[config.mk]
export PLATFORM = sky130hd
export DESIGN_NAME = stdiff_ram
export DESIGN_NICKNAME = d
export VERILOG_FILES = /design/src/rtl/stdiff_ram.sv
export SDC_FILE = /design/constraint.sdc
export NUM_CORES = 1
export LEC_CHECK = 0
export ABC_AREA = 1
export BUFFER_PORTS_ARGS = -buffer_cell sky130_fd_sc_hd__buf_4
export CAP_MARGIN = 20
export CORE_MARGIN = 4
export CORE_UTILIZATION = 40
export DETAILED_ROUTE_END_ITERATION = 10
export SKIP_LAST_GASP = 1
export SYNTH_ARGS = -nofsm -noshare
export SYNTH_HDL_FRONTEND = slang
export SYNTH_SLANG_ARGS = --single-unit
[constraint.sdc]
create_clock -name clk -period 1.3 [get_ports clk]
set_input_delay 0.065 -clock clk [delete_from_list [all_inputs] [get_ports clk]]
set_output_delay 0.065 -clock clk [all_outputs]
set_load 0.01 [all_outputs]
[src/rtl/stdiff_ram.sv]
// ============================================================================
// stdiff_ram
// Generic single write port, single read port RAM with registered read data.
// ============================================================================
`default_nettype none

module stdiff_ram #(
    parameter int WIDTH = 8,
    parameter int DEPTH = 16,
    localparam int AW   = (DEPTH > 1) ? $clog2(DEPTH) : 1
) (
    input  wire logic             clk,
    input  wire logic             we,
    input  wire logic [AW-1:0]    waddr,
    input  wire logic [WIDTH-1:0] wdata,
    input  wire logic             re,
    input  wire logic [AW-1:0]    raddr,
    output      logic [WIDTH-1:0] rdata
);

    logic [WIDTH-1:0] mem [DEPTH];
    logic [WIDTH-1:0] rdata_reg;

    always_ff @(posedge clk)
    begin
        if (we)
        begin
            mem[waddr] <= wdata;
        end
    end

    always_ff @(posedge clk)
    begin
        if (re)
        begin
            rdata_reg <= mem[raddr];
        end
    end

    assign rdata = rdata_reg;

endmodule

`default_nettype wire

==> impl_summary.txt, run 1 <==
----------------------------------------------------
[CTS]
  Buffer depth of the longest clock path ... 2
  CTS Buf Count ... 17
  Number of buffers added for setup after CTS ... 0
  TritonCTS clock tree ... yes
  CTS Root Buffer Type ... sky130_fd_sc_hd__clkbuf_16
  CTS H-tree depth ... 4
  Clock edge transition at the registers on the reported setup and hold paths ... 0.06 ns
  Sink Count ... about 140
  Source-to-sink clock delay at the later pin of the worst-skew pair ... approximately 0.42 ns

[Power and ir drop]
  Power density cells ... between 1500 and 2000 nW/um2
  Leakage power ... 3.04 nW
  Maximum vdd drop ... 0.920 mV
  Share of total power in sequential cells ... 43.5%
  Switching share of power ... 19.9%
  Switch Pwr ... 0.00228 W
  Internal power consumption ... 0.00915 W
  Combinational cell fraction of total power ... ~5.7%
  Part of the total power dissipated in the clock network ... 50.9%

[Setup path]
  Kind of critical path ... reg2reg
  Kind of capture point of the worst setup path ... flop
  Crit path largest cell delay ... 0.36 ns
  CP cell instances ... inv_1, nand2_1, nand3_1, nand3_1, nand3_1, nand2_1
  Maximum fanout along the worst path ... 1
  Data required, critical path ... 1.46 ns
  Worst path slowest cell ... sky130_fd_sc_hd__edfxtp_1
  Arrival time worst endpoint ... 1.28 ns
  CP Launch Type ... flop
  CP most frequent cell ... sky130_fd_sc_hd__nand3_1

[STA]
  Actual slew at the worst max-slew pin ... approximately 0.62 ns
  Max-slew violations ... 0
  Number of endpoints failing setup at the final stage ... 0
  Hold slack ... -0.000302 ns
  F_max ... a little under 0.9 GHz
  RSZ-0062 raised after global routing ... no
  Max transition margin ... between 50% and 60%
  Fin worst setup slack ... 0.173 ns
  Hold Fails Final Rpt ... 1
  Share of the cycle needed by the critical path after routing ... 86.7%
  Final sum of negative setup slack ... 0 ns
  Skew final ... 0.0128 ns
  Time the worst path needs with I/O delays and setup ... 1.13 ns

[GRT]
  Number of antenna violations at the first check in global routing ... 0
  Via count of the first global-routing pass ... 3593
  First-pass GRT wire length ... 20500 um
  All-Layer GR Usage ... 16.7%
  Overflow left after global routing ... 0
  Largest net degree at the start of global routing ... 33

[Status]
  Status ... finished, violations left
  Failing checks ... negative hold slack

[Floorplanning]
  Die Y ... 129 um
  # rows ... 43
  Core Box Area ... 14100 um2
  Top-Level Pins ... 27
  Starting density of the core ... between 40% and 50%
  Die X-Extent ... roughly 130 um
  Total Die Area ... between 15000 and 20000 um2

[Detailed routing]
  Router iterations before antenna repair ... 5
  Post-DR wirelength/cell ... 16.7 um
  DRC ... 0
  Via density per instance ... 4.83
  Iter 0 DRT Violations ... about 370
  DR WL met2 ... roughly 6100 um
  Highest metal used ... met4
  Post-detailed-routing wire length ... 13200 um
  DR WL met3 ... 864 um
  Met1 Wirelength ... between 6000 and 7000 um
  Total vias in the final route ... 3833
  Number of nets with antenna violations after detailed routing ... 0

[Synthesis]
  Leading area contributor after synthesis ... sky130_fd_sc_hd__edfxtp_1
  Synthesized instance count ... between 500 and 600
  Synthesized netlist net count ... 570
  Most frequently used flop master after synthesis ... sky130_fd_sc_hd__edfxtp_1
  Warnings, synthesis ... 0
  Portion of the post-synthesis area used by sequential elements ... 69.8%
  Most frequently used cell type in the post-synthesis netlist ... sky130_fd_sc_hd__nand2_1
  Flip-flop and latch count after synthesis ... 136
  Fraction of registers with async set or reset after synthesis ... 0%
  Most frequent cells after synthesis ... sky130_fd_sc_hd__nand2_1, sky130_fd_sc_hd__edfxtp_1, sky130_fd_sc_hd__inv_1
  Share of Yosys cell area claimed by the top area cell type ... 69.8%
  Netlist cell types ... 11
  Average cell area after synthesis ... 10.6 um2
  Number of synthesized flops with an enable pin ... 136
  Netlist Area Pre-Place ... 5850 um2
  Largest cells by area after synthesis ... sky130_fd_sc_hd__edfxtp_1, sky130_fd_sc_hd__nand2_1, sky130_fd_sc_hd__nand3_1, sky130_fd_sc_hd__inv_1, sky130_fd_sc_hd__buf_6

[Placement]
  GP Congestion ... 0.850
  Post-DP HPWL ... 8300 um
  Number of buffers added on ports ... 26
  Setup slack at placement ... 0.0114 ns
  Post-detailed-placement cell area ... 6320 um2

[Final layout]
  Synth-to-layout area growth ... 20.8%
  Final design area excluding fillers ... 7060 um2
  Largest register FFs ... 128
  Layout fillers ... ~1300
  Number of nets in the layout ... 619
  Flip-flop and latch area ... 4080 um2
  Area occupied by multi-input gates ... approximately 1200 um2
  Final antenna diode count ... 0
  Share of post-route cells with drive strength above 1 ... between 10% and 20%
  Fraction of the core area covered by cells at the end of the flow ... 50.1%

[Flow run]
  Max-Cap Viols ... 0

[Hold path]
  Worst Hold Class ... in2reg

----------------------------------------------------
==> critical path: cells and delay by family (launching register included) <==
kind	cells	cell delay, ns
buffers and inverters	1	0.06
and+or+nand+nor	5	0.44
DFF	1	0.36
==> power by group through the flow <==
| stage | Combinational, W | Sequential, W | Clock (W) |
|---|---|---|---|
| floorplan | 0.000346 | 0.00506 | 0 |
| global placement | 0.000633 | 0.00506 | 0 |
| detailed placement | 0.000645 | 0.00506 | 0 |
| CTS | 0.000654 | 0.00497 | 0.00587 |
| global route | 0.000720 | 0.00498 | 0.00608 |
| finish | 0.000647 | 0.00497 | 0.00582 |
==> cells in the final DEF (no fill, tap or decap) <==
cell | netlist | layout
sky130_fd_sc_hd__inv_6 | 0 | 1
sky130_fd_sc_hd__buf_12 | 0 | 2
sky130_fd_sc_hd__clkinv_4 | 0 | 3
sky130_fd_sc_hd__inv_1 | 100 | 100
sky130_fd_sc_hd__edfxtp_1 | 136 | 136
sky130_fd_sc_hd__clkbuf_16 | 0 | 17
sky130_fd_sc_hd__bufinv_16 | 0 | 8
sky130_fd_sc_hd__nor2_1 | 17 | 17
sky130_fd_sc_hd__nand2_1 | 173 | 173
sky130_fd_sc_hd__nand3b_1 | 2 | 2
sky130_fd_sc_hd__nand3_1 | 97 | 97
sky130_fd_sc_hd__inv_2 | 2 | 2
sky130_fd_sc_hd__dlygate4sd3_1 | 0 | 2
sky130_fd_sc_hd__buf_4 | 4 | 50
sky130_fd_sc_hd__clkinvlp_4 | 0 | 3
==> cell families (layout without fill, tap and decap cells) <==
kind of cell           Yosys count  count (layout)  share of synthesized area (%)
and+or+nand+nor                289             289                           20.8
buffers and inverters          126             188                           9.39
DFF                            136             136                           69.8
==> layout make-up <==
| class | count | share of cell area [%] |
|---|---|---|
| multi-input combinational | 289 | 17.2 |
| sequential | 136 | 57.8 |
| inverter | 102 | 5.42 |
| clock inverter | 15 | 4.22 |
| tap | 180 | 3.19 |
| timing repair buffer | 54 | 6.16 |
| clock buffer | 17 | 6.02 |
==> path summary, 6_finish.rpt <==
kind / end / slack (ns) / startpoint / depth (start not counted)
worst max-delay path: rdata[5] / 0.17 / mem[11][5] / 6
worst min-delay path: mem[11][3] / -0.0003 / wdata[3] / 1
worst max register to register: rdata[5] / 0.17 / mem[11][5] / 6
worst min register to register: rdata[2] / 0.75 / mem[7][2] / 6
==> per-layer routing <==
metal  global-route usage (%)  vias up
met2                     25.5      134
met1                     23.5     1806
met3                     4.11       11
met5                        0        -
met4                     5.50        0
li1                         -     1882
==> metrics by stage <==
step / power, W / hold WS, ns / cells
global route: 0.0118 / 0.00538 / 793
finish: 0.0114 / -0.000302 / 793
global placement: 0.00569 / 0.377 / 759
detailed placement: 0.00571 / 0.370 / 759
CTS: 0.0115 / 0.00133 / 793
floorplan: 0.00541 / 0.164 / 551
==> what timing repair did <==
| action | in CTS | in global routing |
|---|---|---|
| endpoints found under the hold margin | 23 | 0 |
| hold buffers | 2 | 0 |
| resized for setup | 0 | 0 |
Power figures use the tool's default switching activity.
==> run 2, diff against run 1 <==
Settings changed: PLACE_DENSITY_LB_ADDON from default to 0.3.
==> run 2 against run 1 <==
  * The run now ends clean
  * Sequential share of layout area is 0.11 points lower
  * Power is 0.73% lower
  * Design area is 0.19% higher
  * Flip-flop and latch count stayed put
  * Clock power is 2% lower
  * Die area stayed put
  * Clock skew is 0.0078 ns lower
  * Via count is 2.2% higher
  * Sequential power hardly changed
  * Largest power group unchanged
==> impl_summary.txt, run 2 (synthesis results as in run 1) <==
----------------------------------------------------
[Detailed routing]
  Highest metal used ... met4
  DRC ... 0
  Via density per instance ... 4.93
  DR WL met3 ... 735 um
  Number of nets with antenna violations after detailed routing ... 0
  Router iterations before antenna repair ... 5
  Iter 0 DRT Violations ... 412
  Met1 Wirelength ... about 5800 um
  Total vias in the final route ... 3917
  Post-detailed-routing wire length ... 13500 um
  Post-DR wirelength/cell ... 17.0 um
  DR WL met2 ... approximately 6700 um

[Setup path]
  CP most frequent cell ... sky130_fd_sc_hd__nand3_1
  Worst path slowest cell ... sky130_fd_sc_hd__edfxtp_1
  Number of cells on the worst reg-to-reg path ... 6
  Kind of critical path ... reg2reg
  Arrival time worst endpoint ... about 1.3 ns
  Critical R2R Capture ... rdata[4]
  CP Launch Type ... flop
  Dominant delay contributor by cell family on the critical path ... simple AND/OR/NAND/NOR gates
  Worst setup endpoint ... rdata[4]
  Number of buffer and inverter instances along the worst setup path ... 1
  First element of the critical path ... mem[5][4]
  Worst-case register-to-register setup slack ... 0.14 ns
  CP cell instances ... inv_1, nand2_1, nand3_1, nand3_1, nand3_1, nand2_1
  Maximum fanout along the worst path ... 1
  Reg2Reg Launch Point ... mem[5][4]
  Critical path depth ... 6
  Kind of capture point of the worst setup path ... flop
  Data required, critical path ... 1.46 ns
  Crit path largest cell delay ... 0.36 ns

[CTS]
  Total of cells resized after clock tree synthesis ... 0
  CTS Root Buffer Type ... sky130_fd_sc_hd__clkbuf_16
  Sink Count ... 136
  Buffer depth of the longest clock path ... 2
  Number of buffers added for setup after CTS ... 0
  CTS H-tree depth ... 4
  Number of hold buffers added after cts ... 2
  Clock edge transition at the registers on the reported setup and hold paths ... 0.06 ns
  Source-to-sink clock delay at the later pin of the worst-skew pair ... 0.42 ns
  TritonCTS clock tree ... yes
  CTS Buf Count ... 17

[Power and ir drop]
  Power density cells ... 1600 nW/um2
  Design Power ... between 0.01 and 0.015 W
  Leakage power ... a little over 3 nW
  Maximum vdd drop ... 0.788 mV

[GRT]
  Overflow left after global routing ... 0
  All-Layer GR Usage ... 17.1%
  Via count of the first global-routing pass ... ~3800
  First-pass GRT wire length ... 20800 um
  Largest net degree at the start of global routing ... 35
  Number of antenna violations at the first check in global routing ... 0

[STA]
  F_max ... 0.860 GHz
  RSZ-0062 raised after global routing ... no
  Max transition margin ... 59.7%
  Actual slew at the worst max-slew pin ... 0.604 ns
  Skew final ... 0.00500 ns
  Final sum of negative setup slack ... 0 ns
  Time the worst path needs with I/O delays and setup ... ~1.2 ns
  Max-slew violations ... 0
  Share of the cycle needed by the critical path after routing ... 89.4%
  Hold Fails Final Rpt ... 0
  Number of endpoints failing setup at the final stage ... 0

[Final layout]
  Leading cell types in the layout, fill and taps excluded ... sky130_fd_sc_hd__nand2_1, sky130_fd_sc_hd__edfxtp_1, sky130_fd_sc_hd__inv_1
  Largest register FFs ... 128
  Number of nets in the layout ... 620
  Fraction of the core area covered by cells at the end of the flow ... 50.2%
  Share of post-route cells with drive strength above 1 ... 13.8%
  Final antenna diode count ... 0
  Final design area excluding fillers ... 7080 um2
  Synth-to-layout area growth ... 21.1%
  Most common cell after layout, fill and taps aside ... sky130_fd_sc_hd__nand2_1

[Flow run]
  Max-Cap Viols ... 0

[Placement]
  Post-DP HPWL ... around 9000 um
  Post-detailed-placement cell area ... about 6400 um2
  Number of buffers added on ports ... 26
  GP Congestion ... 0.918

[Floorplanning]
  Top-Level Pins ... 27
  Starting density of the core ... 41.5%
  # rows ... 43
  Die X-Extent ... 129 um
  Total Die Area ... 16600 um2
  Die Y ... 129 um
  Core Box Area ... ~14000 um2

[Hold path]
  Worst Hold Class ... in2reg

[Status]
  Status ... finished clean

----------------------------------------------------
run 2: cell types whose count changed in the layout (fill, tap and decap cells not counted):
cell,delta
sky130_fd_sc_hd__buf_12,+2
sky130_fd_sc_hd__clkinv_1,+2
sky130_fd_sc_hd__inv_6,-1
sky130_fd_sc_hd__clkinv_2,+3
sky130_fd_sc_hd__clkinvlp_4,-2
sky130_fd_sc_hd__clkinv_4,-2
sky130_fd_sc_hd__buf_4,-1
run 2: worst min path at each step:
stage          startpoint    endpoint  slack [ns]  depth (start not counted)
2_1_floorplan    wdata[0]   mem[0][0]        0.16                          0
3_5_place_dp           re    rdata[4]        0.37                          1
3_3_place_gp           re    rdata[4]        0.36                          1
6_report         wdata[4]   mem[3][4]        0.01                          1
4_1_cts          wdata[6]  mem[10][6]        0.01                          1
5_1_grt          wdata[6]   mem[9][6]        0.02                          1
run 2: per-layer routing:
metal / up-vias / global-route usage, %
li1: 1882 / -
met1: 1870 / 22.2
met2: 139 / 27.4
met3: 26 / 3.78
met4: 0 / 7.91
met5: - / 0
run 2: layout make-up:
class | count | area, um2
Clock buffer | 17 | 425
Clock inverter | 15 | 279
Fill cell | 1230 | 7020
Inverter | 102 | 383
Multi-Input combinational cell | 289 | 1210
Sequential cell | 136 | 4080
Tap cell | 180 | 225
Timing Repair Buffer | 55 | 468
run 2: where the power goes:
| part | internal, W | switching [W] | total [W] |
|---|---|---|---|
| clock network | 0.00396 | 0.00176 | 0.00572 |
| logic | 0.000226 | 0.000434 | 0.000660 |
| registers | 0.00494 | 0.0000307 | 0.00497 |
| total | 0.00913 | 0.00222 | 0.0113 |
run 2: per-stage QoR:
stage          worst slack, ns  std cells  hold WS, ns
2_1_floorplan            0.284        551        0.164
3_3_place_gp            0.0383        760        0.365
3_5_place_dp            0.0136        760        0.365
4_1_cts                  0.156        794       0.0142
5_1_grt                 0.0483        794       0.0171
6_report                 0.137        794       0.0110
==> run 3, diff against run 2 <==
Settings changed: CTS_BUF_LIST from default to sky130_fd_sc_hd__clkbuf_8.
==> run 3 against run 2 <==
  * Design area fell by 1.7%
  * Clock skew rose by 0.0052 ns
  * Die area did not move
  * Global-route usage did not move
  * Critical path depth did not move
  * Fmax rose by 1.8%
  * Combinational power rose by 2%
  * Register-to-register slack improved by 0.02 ns
  * Hold slack improved by 0.027 ns
  * Via count fell by 0.61%
  * Critical endpoint unchanged
  * Largest power group is now registers
==> impl_summary.txt, run 3 (synthesis results as in run 1) <==
----------------------------------------------------
[Status]
  Status ... finished clean

[GRT]
  First-pass GRT wire length ... 20700 um
  Via count of the first global-routing pass ... 3832
  Overflow left after global routing ... 0
  Number of antenna violations at the first check in global routing ... 0
  Global routing usage on met2 ... approximately 28%
  Largest net degree at the start of global routing ... 35
  GRT met1 Usage ... between 20 and 25%
  Most used routing layer ... met2
  All-Layer GR Usage ... 17.1%
  GR met3 Demand/Resource ... 4.90%

[Detailed routing]
  Router iterations before antenna repair ... 5
  Post-detailed-routing wire length ... 13400 um
  Via density per instance ... 4.86
  Post-DR wirelength/cell ... 16.7 um
  DRC ... 0
  Number of nets with antenna violations after detailed routing ... 0
  Iter 0 DRT Violations ... 428
  Total vias in the final route ... roughly 3900

[Setup path]
  Maximum fanout along the worst path ... 1
  CP cell instances ... inv_1, nand2_1, nand3_1, nand3_1, nand3_1, nand2_1
  CP most frequent cell ... sky130_fd_sc_hd__nand3_1
  Crit path largest cell delay ... 0.37 ns
  Worst path slowest cell ... sky130_fd_sc_hd__edfxtp_1
  Data required, critical path ... 1.50 ns
  Kind of critical path ... reg2reg
  CP Launch Type ... flop
  Dominant delay contributor by cell family on the critical path ... simple AND/OR/NAND/NOR gates
  Arrival time worst endpoint ... 1.34 ns
  Number of buffer and inverter instances along the worst setup path ... 1
  Kind of capture point of the worst setup path ... flop

[STA]
  RSZ-0062 raised after global routing ... no
  Hold Fails Final Rpt ... 0
  F_max ... 0.875 GHz
  Final sum of negative setup slack ... 0 ns
  Max-slew violations ... 0
  Max transition margin ... between 50% and 60%
  Share of the cycle needed by the critical path after routing ... 87.9%
  Actual slew at the worst max-slew pin ... a little over 0.6 ns
  Time the worst path needs with I/O delays and setup ... approximately 1.1 ns
  Skew final ... 0.0102 ns
  Number of endpoints failing setup at the final stage ... 0

[Final layout]
  Synth-to-layout area growth ... 19.0%
  Final antenna diode count ... 0
  Fraction of the core area covered by cells at the end of the flow ... 49.4%
  Flip-flop and latch area ... 4080 um2
  Layout fillers ... about 1200
  Largest register FFs ... ~130
  Most common cell after layout, fill and taps aside ... sky130_fd_sc_hd__nand2_1
  Share of post-route cells with drive strength above 1 ... 13.7%
  Layout Cells excl Fill ... 801
  Number of nets in the layout ... 627
  Area occupied by multi-input gates ... 1210 um2
  Leading cell types in the layout, fill and taps excluded ... sky130_fd_sc_hd__nand2_1, sky130_fd_sc_hd__edfxtp_1, sky130_fd_sc_hd__inv_1

[Placement]
  Post-DP HPWL ... about 8800 um
  Number of buffers added on ports ... 26
  GP Congestion ... 0.918
  Total placed cells including tap cells ... 760

[Floorplanning]
  Starting density of the core ... 41.5%
  Die X-Extent ... 129 um
  Core Box Area ... ~14000 um2
  Total Die Area ... 16600 um2
  Die Y ... between 100 and 150 um
  Top-Level Pins ... 27
  # rows ... 43

[Power and ir drop]
  Maximum vdd drop ... 0.613 mV
  Design Power ... 0.0101 W
  Leakage power ... between 3 and 4 nW
  Power density cells ... 1450 nW/um2

[CTS]
  TritonCTS clock tree ... yes
  CTS H-tree depth ... 4
  Clock edge transition at the registers on the reported setup and hold paths ... 0.08 ns
  CTS Buf Count ... 17
  Buffer depth of the longest clock path ... 2
  Number of buffers added for setup after CTS ... 0
  CTS Root Buffer Type ... sky130_fd_sc_hd__clkbuf_8
  Source-to-sink clock delay at the later pin of the worst-skew pair ... 0.45 ns
  Sink Count ... 136

[Flow run]
  Max-Cap Viols ... 0

[Hold path]
  Worst Hold Class ... in2reg

----------------------------------------------------
-- run 3: changes by cell type in the layout (fill, tap and decap cells not counted) --
cell | previous run | this run
sky130_fd_sc_hd__clkbuf_8 | 0 | 17
sky130_fd_sc_hd__clkbuf_16 | 17 | 0
sky130_fd_sc_hd__dlygate4sd3_1 | 2 | 9
-- run 3: through the flow --
step / setup WS [ns] / hold slack (ns) / instance area [um2]
floorplan: 0.284 / 0.164 / 5850
global placement: 0.0383 / 0.365 / 6350
detailed placement: 0.0136 / 0.365 / 6350
CTS: 0.152 / 0.00608 / 6960
global route: 0.0556 / 0.0315 / 6960
finish: 0.158 / 0.0380 / 6960
-- run 3: routing by layer --
| metal | wire, um | vias to the layer above |
|---|---|---|
| met5 | 0 | - |
| met3 | 812 | 17 |
| met1 | 5830 | 1866 |
| met4 | 193 | 0 |
| met2 | 6550 | 117 |
| li1 | - | 1893 |
-- run 3: layout make-up --
| type | count | area share [%] |
|---|---|---|
| flip-flops and latches | 136 | 58.7 |
| multi-input cells | 289 | 17.4 |
| repair buffers | 62 | 7.73 |
| inverters | 102 | 5.50 |
| clock inverters | 15 | 4.01 |
| clock buffers | 17 | 3.36 |
| well taps | 180 | 3.24 |
-- run 3: power breakdown --
part           switching (W)  internal (W)
Clock                0.00160       0.00284
Combinational       0.000435      0.000240
Sequential         0.0000314       0.00493
Total                0.00206       0.00801
-- run 3: worst paths after layout --
check                           slack (ns)       end  cells past startpoint  startpoint
worst min register to register        0.78  rdata[0]                      6  mem[10][0]
worst min-delay path                  0.04  rdata[0]                      3    raddr[3]
worst max-delay path                  0.16  rdata[4]                      6   mem[5][4]
worst max register to register        0.16  rdata[4]                      6   mem[5][4]
-- run 3: worst reg2reg max path: stages, from the launching register on --
cell and delay, ns:
sky130_fd_sc_hd__edfxtp_1 0.37, sky130_fd_sc_hd__inv_1 0.07, sky130_fd_sc_hd__nand2_1 0.05, sky130_fd_sc_hd__nand3_1 0.08, sky130_fd_sc_hd__nand3_1 0.11, sky130_fd_sc_hd__nand3_1 0.12, sky130_fd_sc_hd__nand2_1 0.09
-- run 3: repair_timing --
item,4_1_cts,5_1_grt
resized for setup,0,0
endpoints found under the hold margin,136,0
hold buffers,9,0
setup endpoints to repair,0,0
